**config.mk**
```make
export PLATFORM = sky130hd
export DESIGN_NAME = spbmd_ctrl
export DESIGN_NICKNAME = d
export VERILOG_FILES = /design/src/hw/rtl/spbmd_pkg.sv /design/src/hw/rtl/spbmd_ctrl.sv
export SDC_FILE = /design/constraint.sdc
export NUM_CORES = 1
export LEC_CHECK = 0
export BUFFER_PORTS_ARGS = -buffer_cell sky130_fd_sc_hd__buf_2
export CORE_AREA = 2 2 39 41
export CTS_CLUSTER_SIZE = 14
export DETAILED_ROUTE_END_ITERATION = 10
export DIE_AREA = 0 0 41 43
export PLACE_DENSITY = 0.75
export SKIP_LAST_GASP = 1
export SYNTH_ARGS = -nofsm -noshare
export SYNTH_HDL_FRONTEND = slang
export SYNTH_SLANG_ARGS = --single-unit
```
**constraint.sdc**
```tcl
create_clock -name clk -period 1.5 [get_ports clk]
set_input_delay 0.075 -clock clk [delete_from_list [all_inputs] [get_ports clk]]
set_output_delay 0.075 -clock clk [all_outputs]
set_load 0.01 [all_outputs]
```
**src/hw/rtl/spbmd_pkg.sv**
```systemverilog
// ----------------------------------------------------------------------------
// spbmd_pkg: shared types and constants of the sector-priority drain.
// Holds default sizes, result codes and the controller command structs.
// ----------------------------------------------------------------------------
package spbmd_pkg;

  localparam int NumBusesDefault   = 512;
  localparam int HalfSectorDefault = 7;
  localparam int QueueDepthDefault = 16;

  localparam int WordW   = 62;
  localparam int DropW   = 32;
  localparam int LimitW  = 5;
  localparam int HitW    = 30;
  localparam int SecNumW = 6;

  localparam logic [1:0] KIND_STORED  = 2'd0;
  localparam logic [1:0] KIND_DROPPED = 2'd1;
  localparam logic [1:0] KIND_READOUT = 2'd2;

  // Commands from the controller to the datapath.
  typedef struct packed {
    logic clear_step;  // clear one bus entry of the fill/head tables
    logic wr_look;     // read fill/head of the write bus
    logic wr_commit;   // store or drop the hit
    logic scan_step;   // visit one bus while counting sectors
    logic scan_start;  // reset counting state
    logic drain_start; // set the drain bus to the first of the chosen sector
    logic drain_look;  // read fill/head/entry of the drain bus
    logic drain_step;  // pop the drain bus and shift its nibble in
    logic finish;      // append the sector number
  } spbmd_cmd_t;

  // Status from the datapath to the controller.
  typedef struct packed {
    logic clear_last;
    logic scan_last;
    logic best_zero;
    logic drain_last;
  } spbmd_stat_t;

endpackage

```
**src/hw/rtl/spbmd_ctrl.sv**
```systemverilog
// ----------------------------------------------------------------------------
// spbmd_ctrl: sequencer for clearing, hit stores and sector drains.
// Issues one datapath command per cycle and owns the handshakes.
// ----------------------------------------------------------------------------
module spbmd_ctrl
  import spbmd_pkg::*;
(
  input  logic        clk,
  input  logic        rst,
  input  logic        in_valid,
  output logic        in_ready,
  input  logic        func,
  output logic        out_valid,
  input  logic        out_ready,
  output logic [1:0]  kind,
  input  logic        drop_flag,
  input  spbmd_stat_t stat,
  output spbmd_cmd_t  cmd
);

  localparam logic [3:0] S_CLEAR  = 4'd0;
  localparam logic [3:0] S_IDLE   = 4'd1;
  localparam logic [3:0] S_WLOOK  = 4'd2;
  localparam logic [3:0] S_WCOMM  = 4'd3;
  localparam logic [3:0] S_SPRIME = 4'd4;
  localparam logic [3:0] S_SCAN   = 4'd5;
  localparam logic [3:0] S_SDONE  = 4'd6;
  localparam logic [3:0] S_DADDR  = 4'd7;
  localparam logic [3:0] S_DLOOK  = 4'd8;
  localparam logic [3:0] S_DSTEP  = 4'd9;
  localparam logic [3:0] S_FIN    = 4'd10;
  localparam logic [3:0] S_OUT    = 4'd11;
  localparam logic [3:0] S_WOUT   = 4'd12;
  localparam logic [3:0] S_DNIB   = 4'd13;

  logic [3:0] state, state_next;
  logic [1:0] kind_r, kind_next;

  always_comb begin
    state_next = state;
    kind_next = kind_r;
    cmd = '0;
    case (state)
      S_CLEAR: begin
        cmd.clear_step = 1'b1;
        if (stat.clear_last) state_next = S_IDLE;
      end
      S_IDLE: begin
        if (in_valid) begin
          if (func) begin
            cmd.scan_start = 1'b1;
            state_next = S_SPRIME;
          end else begin
            cmd.wr_look = 1'b1;
            state_next = S_WLOOK;
          end
        end
      end
      S_WLOOK: state_next = S_WCOMM;
      S_WCOMM: begin
        cmd.wr_commit = 1'b1;
        state_next = S_WOUT;
      end
      S_WOUT: begin
        kind_next = drop_flag ? KIND_DROPPED : KIND_STORED;
        state_next = S_OUT;
      end
      // Bus 0 read is in flight; start counting on the next cycle.
      S_SPRIME: begin
        state_next = S_SCAN;
      end
      S_SCAN: begin
        cmd.scan_step = 1'b1;
        if (stat.scan_last) state_next = S_SDONE;
      end
      S_SDONE: begin
        cmd.scan_step = 1'b1;
        state_next = S_DADDR;
      end
      S_DADDR: begin
        if (stat.best_zero) begin
          state_next = S_IDLE;
        end else begin
          cmd.drain_start = 1'b1;
          state_next = S_DLOOK;
        end
      end
      // Fill and head of the drain bus are read first, then its head entry.
      S_DLOOK: state_next = S_DNIB;
      S_DNIB:  state_next = S_DSTEP;
      S_DSTEP: begin
        cmd.drain_step = 1'b1;
        state_next = stat.drain_last ? S_FIN : S_DLOOK;
      end
      S_FIN: begin
        cmd.finish = 1'b1;
        kind_next = KIND_READOUT;
        state_next = S_OUT;
      end
      S_OUT: begin
        if (out_ready) state_next = S_IDLE;
      end
      default: state_next = S_IDLE;
    endcase
  end

  always_ff @(posedge clk) begin
    if (rst) begin
      state <= S_CLEAR;
      kind_r <= KIND_STORED;
    end else begin
      state <= state_next;
      kind_r <= kind_next;
    end
  end

  assign in_ready  = (state == S_IDLE);
  assign out_valid = (state == S_OUT);
  assign kind      = (state == S_OUT) ? kind_r : KIND_STORED;

endmodule

```
# Yosys cells after proc, flatten, opt, wreduce, memory -nomap -nowiden
# Cells that the tools add are included.
# classes
n_eq_ne,17
muxes,24
reduce_logical,5
# op_table
op,count
case mux 4 bit (13 select lines),1
"equality test 4 bit, second input constant",6
two-way mux 4 bit,5
"equality test 4 x 3 -> 1 bit, second input constant",4
two-way mux 1 bit,14
"equality test 4 x 2 -> 1 bit, second input constant",2
"inequality test 2 bit, second input constant",3
"equality test 4 x 1 -> 1 bit, second input constant",1
zero test 4 bit,1
two-way mux 2 bit,2
case mux 2 bit (2 select lines),1
AND reduction 4 bit,1
OR reduction 2 bit,2
two-way mux 3 bit,1
"inequality test 2 x 1 -> 1 bit, second input constant",1
nonzero test 2 bit,1
# word_totals
regBits,6
elab_cells,48

# Depth between registers and ports, before layout
# Gate-level depths: netlist (run 1).
# logic_depth
word_depth,3
depth_mapped,7
depth_no_buf,5

# Worst setup path before layout (run 1)
# OpenSTA, ideal clock, no wires.
# synth_path
path_type,reg2reg
startpoint,register state[2]
endpoint,register state[0]
setup_ns,0.149
t_arrival_ns,1.273
slack_ns,0.077
path_stages_with_launch,5
period_less_slack_ns,1.423
path_cell_list,dfxtp_1 > buf_4 > buf_6 > nor4_1 > a221oi_2
# synth_via
elab_chain_len,3
elab_cells_between_ends,21
cone_classes,eq/ne: 17; mux: 1; reduce/logical: 3
# synth_lines
element,line,text
from (decl),spbmd_ctrl.sv:36,"logic [3:0] state, state_next;"
from (signal assigned),spbmd_ctrl.sv:112,state <= state_next;
"equality test 4 bit, or another cell as far along",spbmd_ctrl.sv:43,case (state)
"OR reduction 2 bit (no source line), or another cell as far along",n/a,
case mux 4 bit (13 select lines) / AND reduction 4 bit (equally long branches),n/a,
# Several ways; a longest one is shown, not always the timed one.
# A chain may end at the register's enable or synchronous reset.

# Worst setup path after layout (run 1)
# layout_path
startpoint,register state[2]
endpoint,output kind[1]
# layout_via
elab_chain_len,2
# layout_lines
element,line,text
equality test 4 bit,spbmd_ctrl.sv:119,assign kind = (state == S_OUT) ? kind_r : KIND_STORED;
two-way mux 2 bit,spbmd_ctrl.sv:119,
to (decl),spbmd_ctrl.sv:15,"output logic [1:0] kind,"
# No other way between the ends.

==> results of run 1 <==
==> sequential cells by signal (all words and copies together), names as in the netlist <==
name    cells
state       4
kind_r      2
==> critical path, cell delays in order, from the launching register on <==
cell     delay [ns]
dfxtp_2        0.38
or2b_1         0.30
nor2_1         0.16
and2_1         0.14
buf_2          0.12
==> routing by layer <==
layer,GRT usage [%],vias to the layer above,routed length (um)
met1,24.2,290,647
li1,-,321,-
met3,3.14,3,112
met4,8.00,0,23
met5,0,-,0
met2,23.4,30,685
==> cell type report <==
class | count | area share (%)
Tap cell | 16 | 2.73
Clock buffer | 3 | 3.07
Multi-Input combinational cell | 62 | 52.7
Inverter | 1 | 0.512
Timing Repair Buffer | 30 | 23.5
Sequential cell | 6 | 17.4
==> placed cells by master, fill, tap and decap left out, types with 2 or more instances in the layout <==
| cell type | instances |
|---|---|
| a21oi_1 | 6 |
| and2_1 | 2 |
| buf_2 | 21 |
| buf_4 | 9 |
| clkbuf_4 | 3 |
| dfxtp_1 | 2 |
| dfxtp_2 | 3 |
| mux2i_1 | 2 |
| nand2_1 | 9 |
| nand2b_1 | 4 |
| nor2_1 | 12 |
| nor3_1 | 4 |
| nor3_2 | 2 |
| o22ai_1 | 2 |
| or2b_1 | 2 |
==> report_power, final <==
group | internal (mW) | switching (mW) | leakage [nW]
sequential | 0.167 | 0.0168 | 0.0509
clock | 0.0910 | 0.0655 | 0.0138
combinational | 0.0492 | 0.0469 | 0.261
==> cell families after synthesis <==
logic type,count (synthesis),share of synthesized area (%)
and+or+nand+nor,40,35.0
other,1,0.660
AOI/OAI and AO/OA,18,24.9
muxes,3,5.51
DFF,6,21.1
buffers and inverters,9,12.8
==> path summary, 6_finish.rpt <==
kind	from	end	slack, ns	cells after the start
setup / recovery	state[2]	kind[1]	0.07	4
setup reg to reg	state[2]	state[2]	0.15	5
hold / removal	stat[2]	state[2]	0.02	2
hold reg to reg	kind_r[1]	kind_r[1]	0.52	2
==> timing repair <==
item / in CTS / in global routing
resized for setup: 3 / 4
setup endpoints to repair: 8 / 11
pin swaps: 0 / 0
setup buffers: 1 / 0
cloned: 0 / 0
==> results.txt, run 1 <==
Clk slew on worst S/H paths - 0.05 ns
Nets@finish - 114
Dpl cell area - 684 um^2
GRT Util Overall - 16.9%
Largest area contributor in the netlist - dfxtp_1
Gr ovfl total - 0
Area Overhead vs Synth - 29.1%
WL final - 1.47 mm
Max-cap violations - 0
1st-pass router iterations - 4
Final Cell Area - 733 um^2
Worst-Skew Late Latency - 0.25 ns
CP required - 1.42 ns
Tcrit/Tclk final - 95.3%
Crit end category - output pin
Sequential cell area fraction in the yosys report - 21.1%
# rows - 14
Number of flops mapped to enable cells by yosys - 0
Post-Layout Cell Count - 118
Die Ht - 43 um
Synthesized area per cell - 7.38 um^2
Final Power - 0.436 mW
Initial antenna violation count - 0
Syn nets - 87
Top FF cell, synth - dfxtp_1
Num ports - 23
Synth top area cells - dfxtp_1 21%, nor2_1 7.9%, nand2_1 5.9%
CTS H-tree lvls - 1
Leak pwr - 0.325 nW
# hold bufs at CTS - 0
Starting Density - 41.0%
RePlAce Congestion - 0.845
DP HPWL - 1.06 mm
Fraction of registers with async set or reset after synthesis - 0%
Core area - 1380 um^2
Max Transition Viols Final - 0
Routed Antenna Nets - 0
Layout cells sized above 1 - 44.1%
CTS Buffer Depth - 2
CP startpoint kind - flip-flop
Achievable Freq - 0.699 GHz
Post-layout min period - 1.43 ns
CP Max Fanout - 11
Pin count of the biggest net entering global routing - 18
Filler instances - 143
Via/cell ratio - 5.46
Final Util - 53.0%
Cell with the most instances after synthesis - nor2_1
Hold Path Class - in -> reg
Antenna diodes - 0
CTS tree - done
Mapped cell area - 568 um^2
Buffers on Ports - 21
Final WS setup - 0.0702 ns
TritonCTS buffer count - 3
Clock sinks - 6
Peak supply drop - 0.357 mV
Gate Count Post-Synth - 77
Total negative slack - 0 ns
CP Class - reg -> out
Post-synthesis register bit count - 6
RSZ-0062 raised after global routing - true
Count of cell types in the netlist - 32
Worst-case hold slack - 0.0237 ns
Fin. Hold Viols - 0
Vias in the first global route - 485
Post-route DRC - 0
Die Area - 1760 um^2
DP Cell Count - 114
Top cell type's share of synthesized area - 21.1%
Final Skew - 0.00168 ns
Vias - 644
DRT iter0 DRCs - 21
First-pass GRT wire length - 2.04 mm
Status - finished, final reports clean
CTS root buf - clkbuf_4
Dpl ws - 0.00906 ns
Register area - 128 um^2
Post-synth top cells - 12 x nor2_1, 9 x nand2_1, 6 x a21oi_1, 6 x dfxtp_1, 5 x nor3_1
Final setup viols - 0
Die X - 41 um
Routed length per instance - 12.4 um
Multi-input gate area - 387 um^2
Syn. warnings - 0
Power per cell area - 595 nW/um^2
CP arrival - 1.35 ns
Note: power is estimated with default switching activity, not from simulation.
==> run 2, diff against run 1 <==
- CAP_MARGIN: unset -> 40
- clock period: 1.5 -> 1.45 ns (I/O delays scaled with it)
==> run 2 against run 1 <==
The run now ends with setup timing left; largest cell class unchanged; sequential share of layout area fell by 1.4 points; wire length rose by 17%; die area did not move; first-iteration DRC count fell by 9.5%; largest power group unchanged; clock-buffer cell count did not move; combinational power rose by 45%.
==> results.txt, run 2 (synthesized netlist as in run 1, its figures left out) <==
Crit end category - flip-flop (was output pin)
Die Area - 1760 um^2 (unchanged)
Clock sinks - 6 (unchanged)
Commonest non-fill, non-tap cell in the layout - buf_2 (unchanged)
Clk slew on worst S/H paths - 0.05 ns (about the same)
Post-layout min period - 1.47 ns
Filler instances - 134 (was 143)
Final setup viols - 2 (was 0)
Routed Antenna Nets - 0 (unchanged)
Max-cap violations - 0 (unchanged)
Antenna diodes - 0 (unchanged)
Buffers on Ports - 21 (unchanged)
DP HPWL - 1.10 mm (was 1.06 mm)
# rows - 14 (unchanged)
TritonCTS buffer count - 3 (unchanged)
Reg-to-reg startpoint - state[2] (unchanged)
Multi-input gate area - 408 um^2 (was 387 um^2)
FF-to-FF setup slack - -0.02 ns (was 0.15 ns)
Clk pwr share - 33.5% (was 35.9%)
Share of power burned in registers - 37.4% (was 42.1%)
Max reg flops - 4 (unchanged)
GRT Util Overall - 19.4% (was 16.9%)
Routed length per instance - 13.6 um (was 12.4 um)
Achievable Freq - 0.680 GHz
Vias - 689 (was 644)
Logic pwr share - 29.1% (was 22.0%)
RePlAce Congestion - 0.858 (was 0.845)
Power per cell area - 573 nW/um^2 (was 595 nW/um^2)
CTS Buffer Depth - 2 (unchanged)
R2R depth - 6 (was 5)
Num ports - 23 (unchanged)
Worst-Skew Late Latency - 0.25 ns (about the same)
DP Cell Count - 115 (was 114)
Sequence of cells on the critical path - buf_4, nor2_1, o2bb2ai_1, a211oi_2, nand3b_1, o41ai_1 (was or2b_1, nor2_1, and2_1, buf_2)
Tcrit/Tclk final - 101%
CTS H-tree lvls - 1 (unchanged)
Dpl ws - 0.0499 ns (was 0.00906 ns)
Most frequent cells in the layout - 20 x buf_2, 16 x buf_4, 11 x nor2_1 (was 21 x buf_2, 12 x nor2_1, 9 x nand2_1, 9 x buf_4, 6 x a21oi_1)
CP required - 1.59 ns (was 1.42 ns)
1st-pass router iterations - 4 (unchanged)
Gr ovfl total - 0 (unchanged)
CP max-delay cell - dfxtp_4 (was dfxtp_2)
Dpl cell area - 704 um^2 (was 684 um^2)
Hold Path Class - in -> reg (unchanged)
CP Max Fanout - 11 (unchanged)
Status - finished with violations (was finished, final reports clean)
Top Registers - state (4), kind_r (2) (unchanged)
Via/cell ratio - 5.47 (was 5.46)
Final WS setup - -0.0210 ns (was 0.0702 ns)
Total negative slack - -0.0284 ns (was 0 ns)
CP arrival - 1.61 ns (was 1.35 ns)
Failing checks - setup timing
DRT iter0 DRCs - 19 (was 21)
Die X - 41 um (unchanged)
Max Transition Viols Final - 0 (unchanged)
CTS root buf - clkbuf_4 (unchanged)
Switching share of power - 29.6% (about the same)
Final Cell Area - 830 um^2 (was 733 um^2)
Fin. Hold Viols - 0 (unchanged)
Vias in the first global route - 601 (was 485)
Nets@finish - 122 (was 114)
Area Overhead vs Synth - 46.0% (was 29.1%)
Die Ht - 43 um (unchanged)
Int Pwr - 0.335 mW (was 0.307 mW)
RSZ-0062 raised after global routing - true (unchanged)
Top reg by flops - state (unchanged)
CP startpoint kind - flip-flop (unchanged)
Core area - 1380 um^2 (unchanged)
Pin count of the biggest net entering global routing - 14 (was 18)
Layout cells sized above 1 - 51.8% (was 44.1%)
Hold path start - stat[2] (unchanged)
CP Class - reg -> reg (was reg -> out)
First-pass GRT wire length - 2.42 mm (was 2.04 mm)
Register area - 133 um^2 (was 128 um^2)
Post-Layout Cell Count - 126 (was 118)
Peak supply drop - 0.367 mV (was 0.357 mV)
Crit Reg-Reg Endpoint - state[2] (unchanged)
Largest stage delay on the critical path - 0.42 ns (was 0.38 ns)
Starting Density - 41.0% (unchanged)
Initial antenna violation count - 0 (unchanged)
Hold endpoint - state[2] (unchanged)
Hold path depth - 2 (unchanged)
Leak pwr - 0.374 nW (was 0.325 nW)
CTS tree - done (unchanged)
Net Sw Power - 0.141 mW (was 0.129 mW)
WL final - 1.72 mm (was 1.47 mm)
Post-route DRC - 0 (unchanged)
Final Skew - 0.000443 ns (was 0.00168 ns)
==> run 2: cell types whose count changed in the layout (fill, tap and decap cells not counted), sizes merged <==
cell  change
buf       +8
==> run 2: worst max-delay path by stage <==
stage	start	end	slack, ns	cells after the start
floorplan	state[2]	state[0]	0.03	4
finish	state[2]	state[2]	-0.02	6
global route	state[2]	state[2]	-0.13	6
detailed placement	state[0]	cmd[4]	0.05	5
CTS	state[0]	cmd[4]	-0.09	5
global placement	state[1]	state[0]	0.09	5
==> run 2: final cells by class <==
cell class | instances | area share [%]
timing repair buffer | 38 | 29.3
multi-input combinational | 62 | 49.2
inverter | 1 | 0.452
clock buffer | 3 | 2.71
tap | 16 | 2.41
sequential | 6 | 16.0
==> run 2: stage by stage <==
stage / util [%] / power (mW) / hold slack (ns)
floorplan: - / 0.254 / 0.139
global placement: 50.9 / 0.293 / 0.290
detailed placement: 50.9 / 0.296 / 0.302
CTS: 53.6 / 0.457 / 0.0371
global route: 59.9 / 0.497 / 0.0472
finish: 59.9 / 0.476 / 0.0298
==> run 2: power by group through the flow <==
| stage | clock [mW] | combinational [mW] | sequential (mW) |
|---|---|---|---|
| 5_1_grt | 0.164 | 0.153 | 0.179 |
| 3_5_place_dp | 0 | 0.110 | 0.186 |
| 3_3_place_gp | 0 | 0.108 | 0.185 |
| 2_1_floorplan | 0 | 0.0763 | 0.178 |
| 6_report | 0.159 | 0.139 | 0.178 |
| 4_1_cts | 0.162 | 0.111 | 0.184 |
==> run 2: critical path, delay by kind of cell (launching register included) <==
| kind | cells | cell delay, ns |
|---|---|---|
| buffers and inverters | 1 | 0.14 |
| AO/OA/AOI/OAI | 3 | 0.56 |
| flip-flops | 1 | 0.42 |
| AND/OR/NAND/NOR | 2 | 0.23 |
==> run 2: what timing repair did <==
action	CTS	global route
pin swaps	1	5
buffers inserted	0	9
resized for setup	6	10
cloned	0	0
setup endpoints to repair	10	8
hold buffers	0	0
==> run 2: routing by layer <==
layer  track usage, %  part of all wire [%]  vias to the layer above
li1                 -                     -                      337
met3             2.09                   5.2                        6
met2             27.8                    50                       30
met4             11.3                   3.1                        0
met1             26.9                    41                      316
met5                0                     0                        -
==> run 3, diff against run 2 <==
- GPL_TIMING_DRIVEN: unset -> 0
==> run 3 against run 2 <==
The run now ends clean; critical path type is now reg -> out; fmax up 4.0%; combinational power hardly changed; first-iteration DRC count shrank 47%; register-to-register slack gained 0.07 ns; critical endpoint is now kind[1].
==> results.txt, run 3 (synthesized netlist as in run 1, its figures left out) <==
Commonest non-fill, non-tap cell in the layout - buf_2 (unchanged)
Worst-case hold slack - 0.0198 ns (was 0.0298 ns)
Crit end category - output pin (was flip-flop)
DRT iter0 DRCs - 10 (was 19)
# rows - 14 (unchanged)
Fin. Hold Viols - 0 (unchanged)
DP HPWL - 1.04 mm (was 1.10 mm)
Pin count of the biggest net entering global routing - 11 (was 14)
Die Ht - 43 um (unchanged)
Top Registers - state (4), kind_r (2) (unchanged)
CTS Buffer Depth - 2 (unchanged)
Status - finished, final reports clean (was finished with violations)
Area Overhead vs Synth - 43.2% (was 46.0%)
CP required - 1.38 ns (was 1.59 ns)
Final Power - 0.480 mW (was 0.476 mW)
WL final - 1.51 mm (was 1.72 mm)
Num ports - 23 (unchanged)
Max reg flops - 4 (unchanged)
CP Class - reg -> out (was reg -> reg)
FF-to-FF setup slack - 0.05 ns (was -0.02 ns)
Most frequent cells in the layout - 21 x buf_2, 10 x nor2_1, 8 x nand2_1 (was 20 x buf_2, 16 x buf_4, 11 x nor2_1)
Peak supply drop - 0.438 mV (was 0.367 mV)
Clk slew on worst S/H paths - 0.05 ns (about the same)
Worst-Skew Late Latency - 0.26 ns (was 0.25 ns)
First-pass GRT wire length - 2.21 mm (was 2.42 mm)
Gr ovfl total - 0 (unchanged)
Post-route DRC - 0 (unchanged)
Hold Path Class - in -> reg (unchanged)
Initial antenna violation count - 0 (unchanged)
Top reg by flops - state (unchanged)
CP startpoint kind - flip-flop (unchanged)
Post-layout min period - 1.41 ns (was 1.47 ns)
Via/cell ratio - 5.27 (was 5.47)
Clock sinks - 6 (unchanged)
CP arrival - 1.34 ns (was 1.61 ns)
R2R depth - 5 (was 6)
Power per cell area - 591 nW/um^2 (was 573 nW/um^2)
Routed length per instance - 12.7 um (was 13.6 um)
Die Area - 1760 um^2 (unchanged)
Final setup viols - 0 (was 2)
Hold path depth - 2 (unchanged)
1st-pass router iterations - 4 (unchanged)
CTS H-tree lvls - 1 (unchanged)
GRT Util Overall - 18.3% (was 19.4%)
Achievable Freq - 0.707 GHz (was 0.680 GHz)
TritonCTS buffer count - 3 (unchanged)
Antenna diodes - 0 (unchanged)
Filler instances - 128 (was 134)
CP Max Fanout - 10 (was 11)
Post-Layout Cell Count - 119 (was 126)
RSZ-0062 raised after global routing - true (unchanged)
DP Cell Count - 114 (was 115)
Max Transition Viols Final - 0 (unchanged)
Vias in the first global route - 524 (was 601)
Die X - 41 um (unchanged)
Starting Density - 41.0% (unchanged)
CTS root buf - clkbuf_4 (unchanged)
Buffers on Ports - 21 (unchanged)
Vias - 627 (was 689)
Final Skew - 0.00753 ns (was 0.000443 ns)
Core area - 1380 um^2 (unchanged)
Dpl ws - 0.0888 ns (was 0.0499 ns)
Max-cap violations - 0 (unchanged)
CTS tree - done (unchanged)
Layout cells sized above 1 - 48.5% (was 51.8%)
Routed Antenna Nets - 0 (unchanged)
Tcrit/Tclk final - 97.6% (was 101%)
RePlAce Congestion - 0.809 (was 0.858)
Nets@finish - 115 (was 122)
Final WS setup - 0.0352 ns (was -0.0210 ns)
Leak pwr - 0.359 nW (was 0.374 nW)
[run 3: worst paths after layout]
check	from	to
max	state[1]	kind[1]
min	stat[2]	state[2]
max reg2reg	state[2]	state[2]
min reg2reg	kind_r[1]	kind_r[1]
[run 3: power by group]
group	switching, mW	total [mW]	internal [mW]
Combinational	0.0696	0.139	0.0691
Clock	0.0723	0.167	0.0944
Sequential	0.00492	0.175	0.170
[run 3: per-stage QoR]
step,TNS [ns],utilization [%],area [um^2]
floorplan,0,-,568
global placement,0,50.1,693
CTS,-0.113,53.3,738
global route,-0.115,58.8,813
finish,0,58.8,813
detailed placement,0,50.1,693
[run 3: layout make-up]
| type | instances | area (um^2) | share of cell area (%) |
|---|---|---|---|
| clock buffer | 3 | 22.5 | 2.77 |
| sequential | 6 | 125 | 15.4 |
| inverter | 1 | 3.75 | 0.462 |
| tap | 16 | 20.0 | 2.46 |
| buffer | 7 | 71.3 | 8.77 |
| timing repair buffer | 24 | 128 | 15.7 |
| multi-input combinational | 62 | 443 | 54.5 |
[run 3: worst max-delay path, stage by stage (launching register included)]
cell,delay (ns)
dfxtp_2,0.39
buf_4,0.23
nand2_4,0.10
nor2_4,0.11
and2_1,0.13
buf_2,0.12
[run 3: timing repair]
action	in CTS	in global routing
endpoints found under the setup margin	9	8
endpoints found under the hold margin	0	0
pin swaps	0	4
setup buffers	0	3
resized for setup	7	13
hold buffers	0	0
[run 3: layer usage]
metal  vias up  GRT usage (%)  wire, um
li1        323              -         -
met1       278           26.1       691
met2        24           25.0       709
met3         2           3.14        93
met4         0           10.0        16
met5         -              0         0
